## src/rtl/rch_pkg.sv

```systemverilog
// Shared types and constants for the RGB colour histogram with bounding box.
// Command and result transfer structs, opcodes and register indexes.
// No dependencies.
`default_nettype none

package rch_pkg;

  // Opcodes of the command transfer
  localparam logic [1:0] OP_PIXEL = 2'd0;
  localparam logic [1:0] OP_READ  = 2'd1;
  localparam logic [1:0] OP_CLEAR = 2'd2;

  // Result kinds
  localparam logic RK_SUMMARY = 1'b0;
  localparam logic RK_READ    = 1'b1;

  // Configuration register indexes
  localparam int CFG_IDX_W = 2;
  localparam logic [CFG_IDX_W-1:0] CFG_STRIDE    = 2'd0;
  localparam logic [CFG_IDX_W-1:0] CFG_ALPHA_THR = 2'd1;
  localparam logic [CFG_IDX_W-1:0] CFG_WHITE     = 2'd2;

  // Register reset values
  localparam logic [7:0] STRIDE_RST    = 8'd10;
  localparam logic [7:0] ALPHA_THR_RST = 8'd125;
  localparam logic [7:0] WHITE_RST     = 8'd250;

  // Fixed field widths of the transfers
  localparam int BIN_IDX_W   = 15;
  localparam int BIN_COUNT_W = 24;
  localparam int BOX_W       = 5;

  typedef struct packed {
    logic [1:0]           opcode;
    logic [7:0]           red;
    logic [7:0]           green;
    logic [7:0]           blue;
    logic [7:0]           alpha;
    logic                 last_pixel;
    logic [BIN_IDX_W-1:0] bin_index;
  } cmd_t;

  typedef struct packed {
    logic                   result_kind;
    logic [BIN_COUNT_W-1:0] bin_count;
    logic [BOX_W-1:0]       red_low;
    logic [BOX_W-1:0]       red_high;
    logic [BOX_W-1:0]       green_low;
    logic [BOX_W-1:0]       green_high;
    logic [BOX_W-1:0]       blue_low;
    logic [BOX_W-1:0]       blue_high;
    logic                   box_valid;
  } res_t;

  // Bounding box summary as reported, already zeroed when nothing was found
  typedef struct packed {
    logic [BOX_W-1:0] red_low;
    logic [BOX_W-1:0] red_high;
    logic [BOX_W-1:0] green_low;
    logic [BOX_W-1:0] green_high;
    logic [BOX_W-1:0] blue_low;
    logic [BOX_W-1:0] blue_high;
    logic             box_valid;
  } box_t;

endpackage

`default_nettype wire

```

## src/rtl/rch_pixel_filter.sv

```systemverilog
// Pixel sampling, alpha and white rejection, channel cut and bounding box state.
// Holds the configuration registers. Depends on rch_pkg.
`default_nettype none

module rch_pixel_filter #(
  parameter int SIGNIFICANT_BITS = 5
) (
  input  wire logic                              clk_i,
  input  wire logic                              rst_ni,
  input  wire logic                              take_i,
  input  wire logic                              clear_i,
  input  wire rch_pkg::cmd_t                     cmd_i,
  input  wire logic                              cfg_we_i,
  input  wire logic [rch_pkg::CFG_IDX_W-1:0]     cfg_idx_i,
  input  wire logic [7:0]                        cfg_wdata_i,
  output logic                                   count_o,
  output logic      [3*SIGNIFICANT_BITS-1:0]     bin_o,
  output rch_pkg::box_t                          box_o
);

  import rch_pkg::*;

  localparam int SB = SIGNIFICANT_BITS;
  localparam logic [SB-1:0] CHAN_MAX = {SB{1'b1}};
  localparam int WIDE_W = (SB > BOX_W) ? SB : BOX_W;

  logic [7:0]    stride_q, alpha_thr_q, white_q;
  logic [7:0]    phase_q, phase_d;
  logic [SB-1:0] min_q [3];
  logic [SB-1:0] max_q [3];
  logic [SB-1:0] chan [3];
  logic          found_q;
  logic [7:0]    stride_eff;
  logic [8:0]    phase_inc;
  logic          pass;
  logic [WIDE_W-1:0] lo_w [3];
  logic [WIDE_W-1:0] hi_w [3];

  // Sampling phase and pixel acceptance
  always_comb begin
    stride_eff = (stride_q == 8'd0) ? 8'd1 : stride_q;
    phase_inc  = {1'b0, phase_q} + 9'd1;
    pass = (phase_q == 8'd0) && (cmd_i.alpha >= alpha_thr_q) &&
           !((cmd_i.red > white_q) && (cmd_i.green > white_q) && (cmd_i.blue > white_q));
    chan[0] = cmd_i.red[7 -: SB];
    chan[1] = cmd_i.green[7 -: SB];
    chan[2] = cmd_i.blue[7 -: SB];
    if (cmd_i.last_pixel || (phase_inc >= {1'b0, stride_eff})) begin
      phase_d = 8'd0;
    end else begin
      phase_d = phase_inc[7:0];
    end
  end

  assign count_o = take_i && pass;
  assign bin_o   = {chan[0], chan[1], chan[2]};

  // Configuration, phase and box registers
  always_ff @(posedge clk_i or negedge rst_ni) begin
    if (!rst_ni) begin
      stride_q    <= STRIDE_RST;
      alpha_thr_q <= ALPHA_THR_RST;
      white_q     <= WHITE_RST;
      phase_q     <= 8'd0;
      found_q     <= 1'b0;
      for (int c = 0; c < 3; c++) begin
        min_q[c] <= CHAN_MAX;
        max_q[c] <= '0;
      end
    end else begin
      if (cfg_we_i) begin
        unique case (cfg_idx_i)
          CFG_STRIDE:    stride_q    <= cfg_wdata_i;
          CFG_ALPHA_THR: alpha_thr_q <= cfg_wdata_i;
          CFG_WHITE:     white_q     <= cfg_wdata_i;
          default: ;
        endcase
      end
      if (clear_i) begin
        phase_q <= 8'd0;
        found_q <= 1'b0;
        for (int c = 0; c < 3; c++) begin
          min_q[c] <= CHAN_MAX;
          max_q[c] <= '0;
        end
      end else if (take_i) begin
        phase_q <= phase_d;
        if (pass) begin
          found_q <= 1'b1;
          for (int c = 0; c < 3; c++) begin
            if (chan[c] < min_q[c]) min_q[c] <= chan[c];
            if (chan[c] > max_q[c]) max_q[c] <= chan[c];
          end
        end
      end
    end
  end

  // Summary view, cut to the reported field width
  always_comb begin
    for (int c = 0; c < 3; c++) begin
      lo_w[c] = found_q ? WIDE_W'(min_q[c]) : '0;
      hi_w[c] = found_q ? WIDE_W'(max_q[c]) : '0;
    end
    box_o.red_low    = lo_w[0][BOX_W-1:0];
    box_o.red_high   = hi_w[0][BOX_W-1:0];
    box_o.green_low  = lo_w[1][BOX_W-1:0];
    box_o.green_high = hi_w[1][BOX_W-1:0];
    box_o.blue_low   = lo_w[2][BOX_W-1:0];
    box_o.blue_high  = hi_w[2][BOX_W-1:0];
    box_o.box_valid  = found_q;
  end

endmodule

`default_nettype wire

```

## config.mk

```make
export PLATFORM = sky130hd
export DESIGN_NAME = rch_pixel_filter
export DESIGN_NICKNAME = d
export VERILOG_FILES = /design/src/rtl/rch_pkg.sv /design/src/rtl/rch_pixel_filter.sv
export SDC_FILE = /design/constraint.sdc
export NUM_CORES = 1
export LEC_CHECK = 0
export ABC_AREA = 1
export BUFFER_PORTS_ARGS = -buffer_cell sky130_fd_sc_hd__buf_2
export CORE_UTILIZATION = 60
export DETAILED_ROUTE_END_ITERATION = 12
export MAX_ROUTING_LAYER = met4
export PLACE_DENSITY = 0.88
export SETUP_SLACK_MARGIN = 0.15
export SLEW_MARGIN = 20
export SYNTH_ARGS = -nofsm -noshare
export SYNTH_HDL_FRONTEND = slang
export SYNTH_SLANG_ARGS = --single-unit
```

## constraint.sdc

```tcl
create_clock -name clk_i -period 4.3 [get_ports clk_i]
set_input_delay 0.43 -clock clk_i [delete_from_list [all_inputs] [get_ports clk_i]]
set_output_delay 0.43 -clock clk_i [all_outputs]
set_load 0.05 [all_outputs]
```

==> results_tabular.tex <==
\begin{tabular}{lr}
\hline
Metric & Value \\
\hline
\multicolumn{2}{l}{\textbf{Synth}} \\
Number of flops mapped to enable cells by yosys & 0 \\
Post-synthesis adder-cell area fraction & 17.3\% \\
Synthesis-stage register bit count & 63 \\
Post-synthesis share of cell area spent on xor and xnor gates & 0.879\% \\
Area of the mapped netlist & 4980 um2 \\
Synthesized area divided by synthesized cell count & 7.27 um2 \\
Cell type with the largest total area after synthesis & sky130\_fd\_sc\_hd\_\_ha\_1 \\
Distinct cell type count of the synthesized netlist & 31 \\
Sequential cell area fraction in the yosys report & 32.4\% \\
Simple-Gate Fraction of Synth Area & 28.6\% \\
Cell types occupying the most area after synthesis & sky130\_fd\_sc\_hd\_\_ha\_1, sky130\_fd\_sc\_hd\_\_dfrtp\_1, sky130\_fd\_sc\_hd\_\_dfstp\_2 \\
Predominant post-synthesis flop cell & sky130\_fd\_sc\_hd\_\_dfrtp\_1 \\
Share of flip-flops with an asynchronous set or reset & 100\% \\
Instance count of the mapped netlist & 685 \\
Mux contribution to synthesized area & 0\% \\
Synth Net Count & 819 \\
Most common library cells after synthesis & sky130\_fd\_sc\_hd\_\_nand2\_1, sky130\_fd\_sc\_hd\_\_inv\_1, sky130\_fd\_sc\_hd\_\_ha\_1 \\
Most frequent cell after synthesis & sky130\_fd\_sc\_hd\_\_nand2\_1 \\
Post-synth top area share & 17.3\% \\
Yosys Warn Count & 0 \\
Synth Area in Compound Gates & 7.73\% \\
Largest family of logic cells by synthesized area & simple AND/OR/NAND/NOR gates \\
\multicolumn{2}{l}{\textbf{Placed design}} \\
Number of cells after detailed placement & 854 \\
Port-buffer cells & 94 \\
Post-detail-place hpwl & 9020 um \\
Global placer's final weighted congestion & 0.884 \\
\multicolumn{2}{l}{\textbf{Clocking}} \\
Clock sinks & 63 \\
Clock tree from TritonCTS & yes \\
Library cell used as clock root buffer & sky130\_fd\_sc\_hd\_\_clkbuf\_8 \\
Clock H-tree levels & 3 \\
Resized Gates After CTS & 0 \\
CTS max path bufs & 2 \\
Number of setup buffers added after CTS & 0 \\
Count of hold-fix buffers inserted at cts & 0 \\
Number of buffers created by CTS & 9 \\
Clock Pin Slew Worst Setup and Hold Paths & 0.08 ns \\
Clock latency reported for the late side of the worst-skew pair & 0.34 ns \\
\multicolumn{2}{l}{\textbf{Die}} \\
FP Rows & 32 \\
Starting utilization of the core area & 63.2\% \\
\# IOs & 112 \\
Standard cell core area & 7890 um2 \\
Die area & 8670 um2 \\
Die Span Y & 93.1 um \\
Die boundary width & 93.1 um \\
\multicolumn{2}{l}{\textbf{Critical path}} \\
Critical path arrival & 2.81 ns \\
Critical Setup Path Class & reg -> out \\
Depth of the worst register-to-register path & 12 \\
Endpoint kind of the worst setup timing path & output pin \\
Data required time at the worst endpoint & 3.87 ns \\
Critical register-to-register path endpoint & phase\_q[1] \\
Worst R2R Start & phase\_q[0] \\
Worst reg-to-reg setup slack & 1.81 ns \\
Setup crit start kind & flop \\
Max FO, Critical Path & 17 \\
\multicolumn{2}{l}{\textbf{Drt}} \\
Vias per Instance & 5.31 \\
Aggregate routed wire length & 11800 um \\
Vias & 4624 \\
TritonRoute pass-1 iters & 5 \\
Number of nets still failing antenna checks after routing & 0 \\
Routed length per instance & 13.6 um \\
Drt first-iter violations & 246 \\
Drc violations & 0 \\
\multicolumn{2}{l}{\textbf{STA}} \\
Share of the clock period used by the worst path & 75.3\% \\
Sum of negative setup slack & 0 ns \\
Actual slew at the worst max-slew pin & 0.982 ns \\
Hold violation count in the final report & 0 \\
Min Clock Period, post-route & 3.24 ns \\
Final hold slack & 0.0417 ns \\
Max-slew headroom & 34.5\% \\
Number of setup violations in the final report & 0 \\
Final count of pins violating max slew & 0 \\
Post-Route Skew & 0.0123 ns \\
RSZ-0062 raised after global routing & no \\
Maximum clock frequency & 0.309 GHz \\
\multicolumn{2}{l}{\textbf{Global route}} \\
Number of antenna violations at the first check in global routing & 0 \\
Maximum number of pins on one net before global-route repair & 62 \\
GRT Util Overall & 30.1\% \\
Global-route wire length before repair & 20100 um \\
Via count of the first global-routing pass & 4518 \\
Total grt overflow & 0 \\
\multicolumn{2}{l}{\textbf{Power and ir drop}} \\
Reported leakage power & 3.35 nW \\
Pwr Total & 2.08 mW \\
Peak ir drop on the vdd network & 255 uV \\
PD cells & 369 nW/um2 \\
\multicolumn{2}{l}{\textbf{Hold path}} \\
Hold WC Path Type & in -> async \\
\multicolumn{2}{l}{\textbf{Run status}} \\
Result of the run & completed \\
\multicolumn{2}{l}{\textbf{Cells and area}} \\
NumNets Final & 897 \\
Fraction of final layout cells with drive strength greater than 1 & 21.0\% \\
Area Growth Syn to Fin & 13.4\% \\
Count of antenna diodes in the layout & 0 \\
Non-filler cells in the finished layout & 870 \\
\multicolumn{2}{l}{\textbf{Job}} \\
Max Cap Viol & 0 \\
\hline
\end{tabular}
[routing by layer]
metal  wire length, um  up-vias  GRT usage, %  share of wire (%)
li1                  -     2330             -                  -
met1              4850     2106          35.4                 41
met2              6040      172          52.5                 51
met3               775       16          4.23                6.6
met4               153        0          11.2                1.3
met5                 0        -             -                  0
[critical path, cell delays in order (launching register included)]
cell and delay [ns]:
sky130_fd_sc_hd__dfstp_2 0.54, sky130_fd_sc_hd__inv_1 0.08, sky130_fd_sc_hd__ha_1 0.30, sky130_fd_sc_hd__nand2_1 0.07, sky130_fd_sc_hd__nor2_1 0.19, sky130_fd_sc_hd__nand2_1 0.09, sky130_fd_sc_hd__nand3_1 0.09, sky130_fd_sc_hd__inv_1 0.05
sky130_fd_sc_hd__nand2_1 0.06, sky130_fd_sc_hd__nor2_1 0.05, sky130_fd_sc_hd__nor2_2 0.57, sky130_fd_sc_hd__buf_2 0.39
[cells in the final DEF, fill, tap and decap left out, types with 23 or more instances in the layout]
cell and count:
sky130_fd_sc_hd__nand2_1 191, sky130_fd_sc_hd__inv_1 127, sky130_fd_sc_hd__buf_2 94, sky130_fd_sc_hd__ha_1 69, sky130_fd_sc_hd__nand3_1 46, sky130_fd_sc_hd__o21ai_0 39, sky130_fd_sc_hd__dfrtp_1 34, sky130_fd_sc_hd__nor2_1 29
sky130_fd_sc_hd__dfstp_2 29, sky130_fd_sc_hd__a21oi_1 27, sky130_fd_sc_hd__nand4_1 23
[cells by family after synthesis]
kind of cell	after synthesis
xor gates and xnor gates	5
DFF	63
and+or+nand+nor	319
buffers and inverters	157
adders and majority gates	69
AOI/OAI and AO/OA	72
[how the worst max path moves through the flow]
stage	startpoint	to	slack (ns)	depth (start not counted)
final	white_q[7]	count_o	1.06	11
after global routing	white_q[7]	count_o	0.88	11
after CTS	white_q[5]	count_o	1.10	11
after detailed placement	cmd_i[39]	count_o	1.47	11
after global placement	white_q[7]	count_o	1.52	11
after floorplan	white_q[7]	count_o	2.07	11
[cell type report]
type,instances,area [um2]
Clock buffer,10,138
Clock inverter,6,92.6
Fill cell,632,2240
Inverter,128,480
Multi-Input combinational cell,465,2720
Sequential cell,63,1610
Tap cell,102,128
Timing Repair Buffer,96,485
[metrics by stage]
step | setup WS (ns) | cell area [um2] | utilization [%]
6_report | 1.06 | 5650 | 71.7
5_1_grt | 0.881 | 5650 | 71.7
4_1_cts | 1.10 | 5650 | 71.7
3_5_place_dp | 1.47 | 5420 | 68.7
3_3_place_gp | 1.52 | 5420 | 68.7
2_1_floorplan | 2.07 | 4980 | -
[flip-flops by register name (all words and copies together), names as in the netlist]
| register | count |
|---|---|
| min_q | 15 |
| phase_q | 8 |
| found_q | 1 |
| max_q | 15 |
| white_q | 8 |
| alpha_thr_q | 8 |
| stride_q | 8 |
[power by group]
| part | leakage [nW] | switching, mW | internal [mW] |
|---|---|---|---|
| Clock | 0.109 | 0.248 | 0.345 |
| Sequential | 0.760 | 0.0737 | 0.705 |
| Combinational | 2.48 | 0.477 | 0.236 |
| Total | 3.35 | 0.798 | 1.29 |
(Power assumes the default switching activity.)
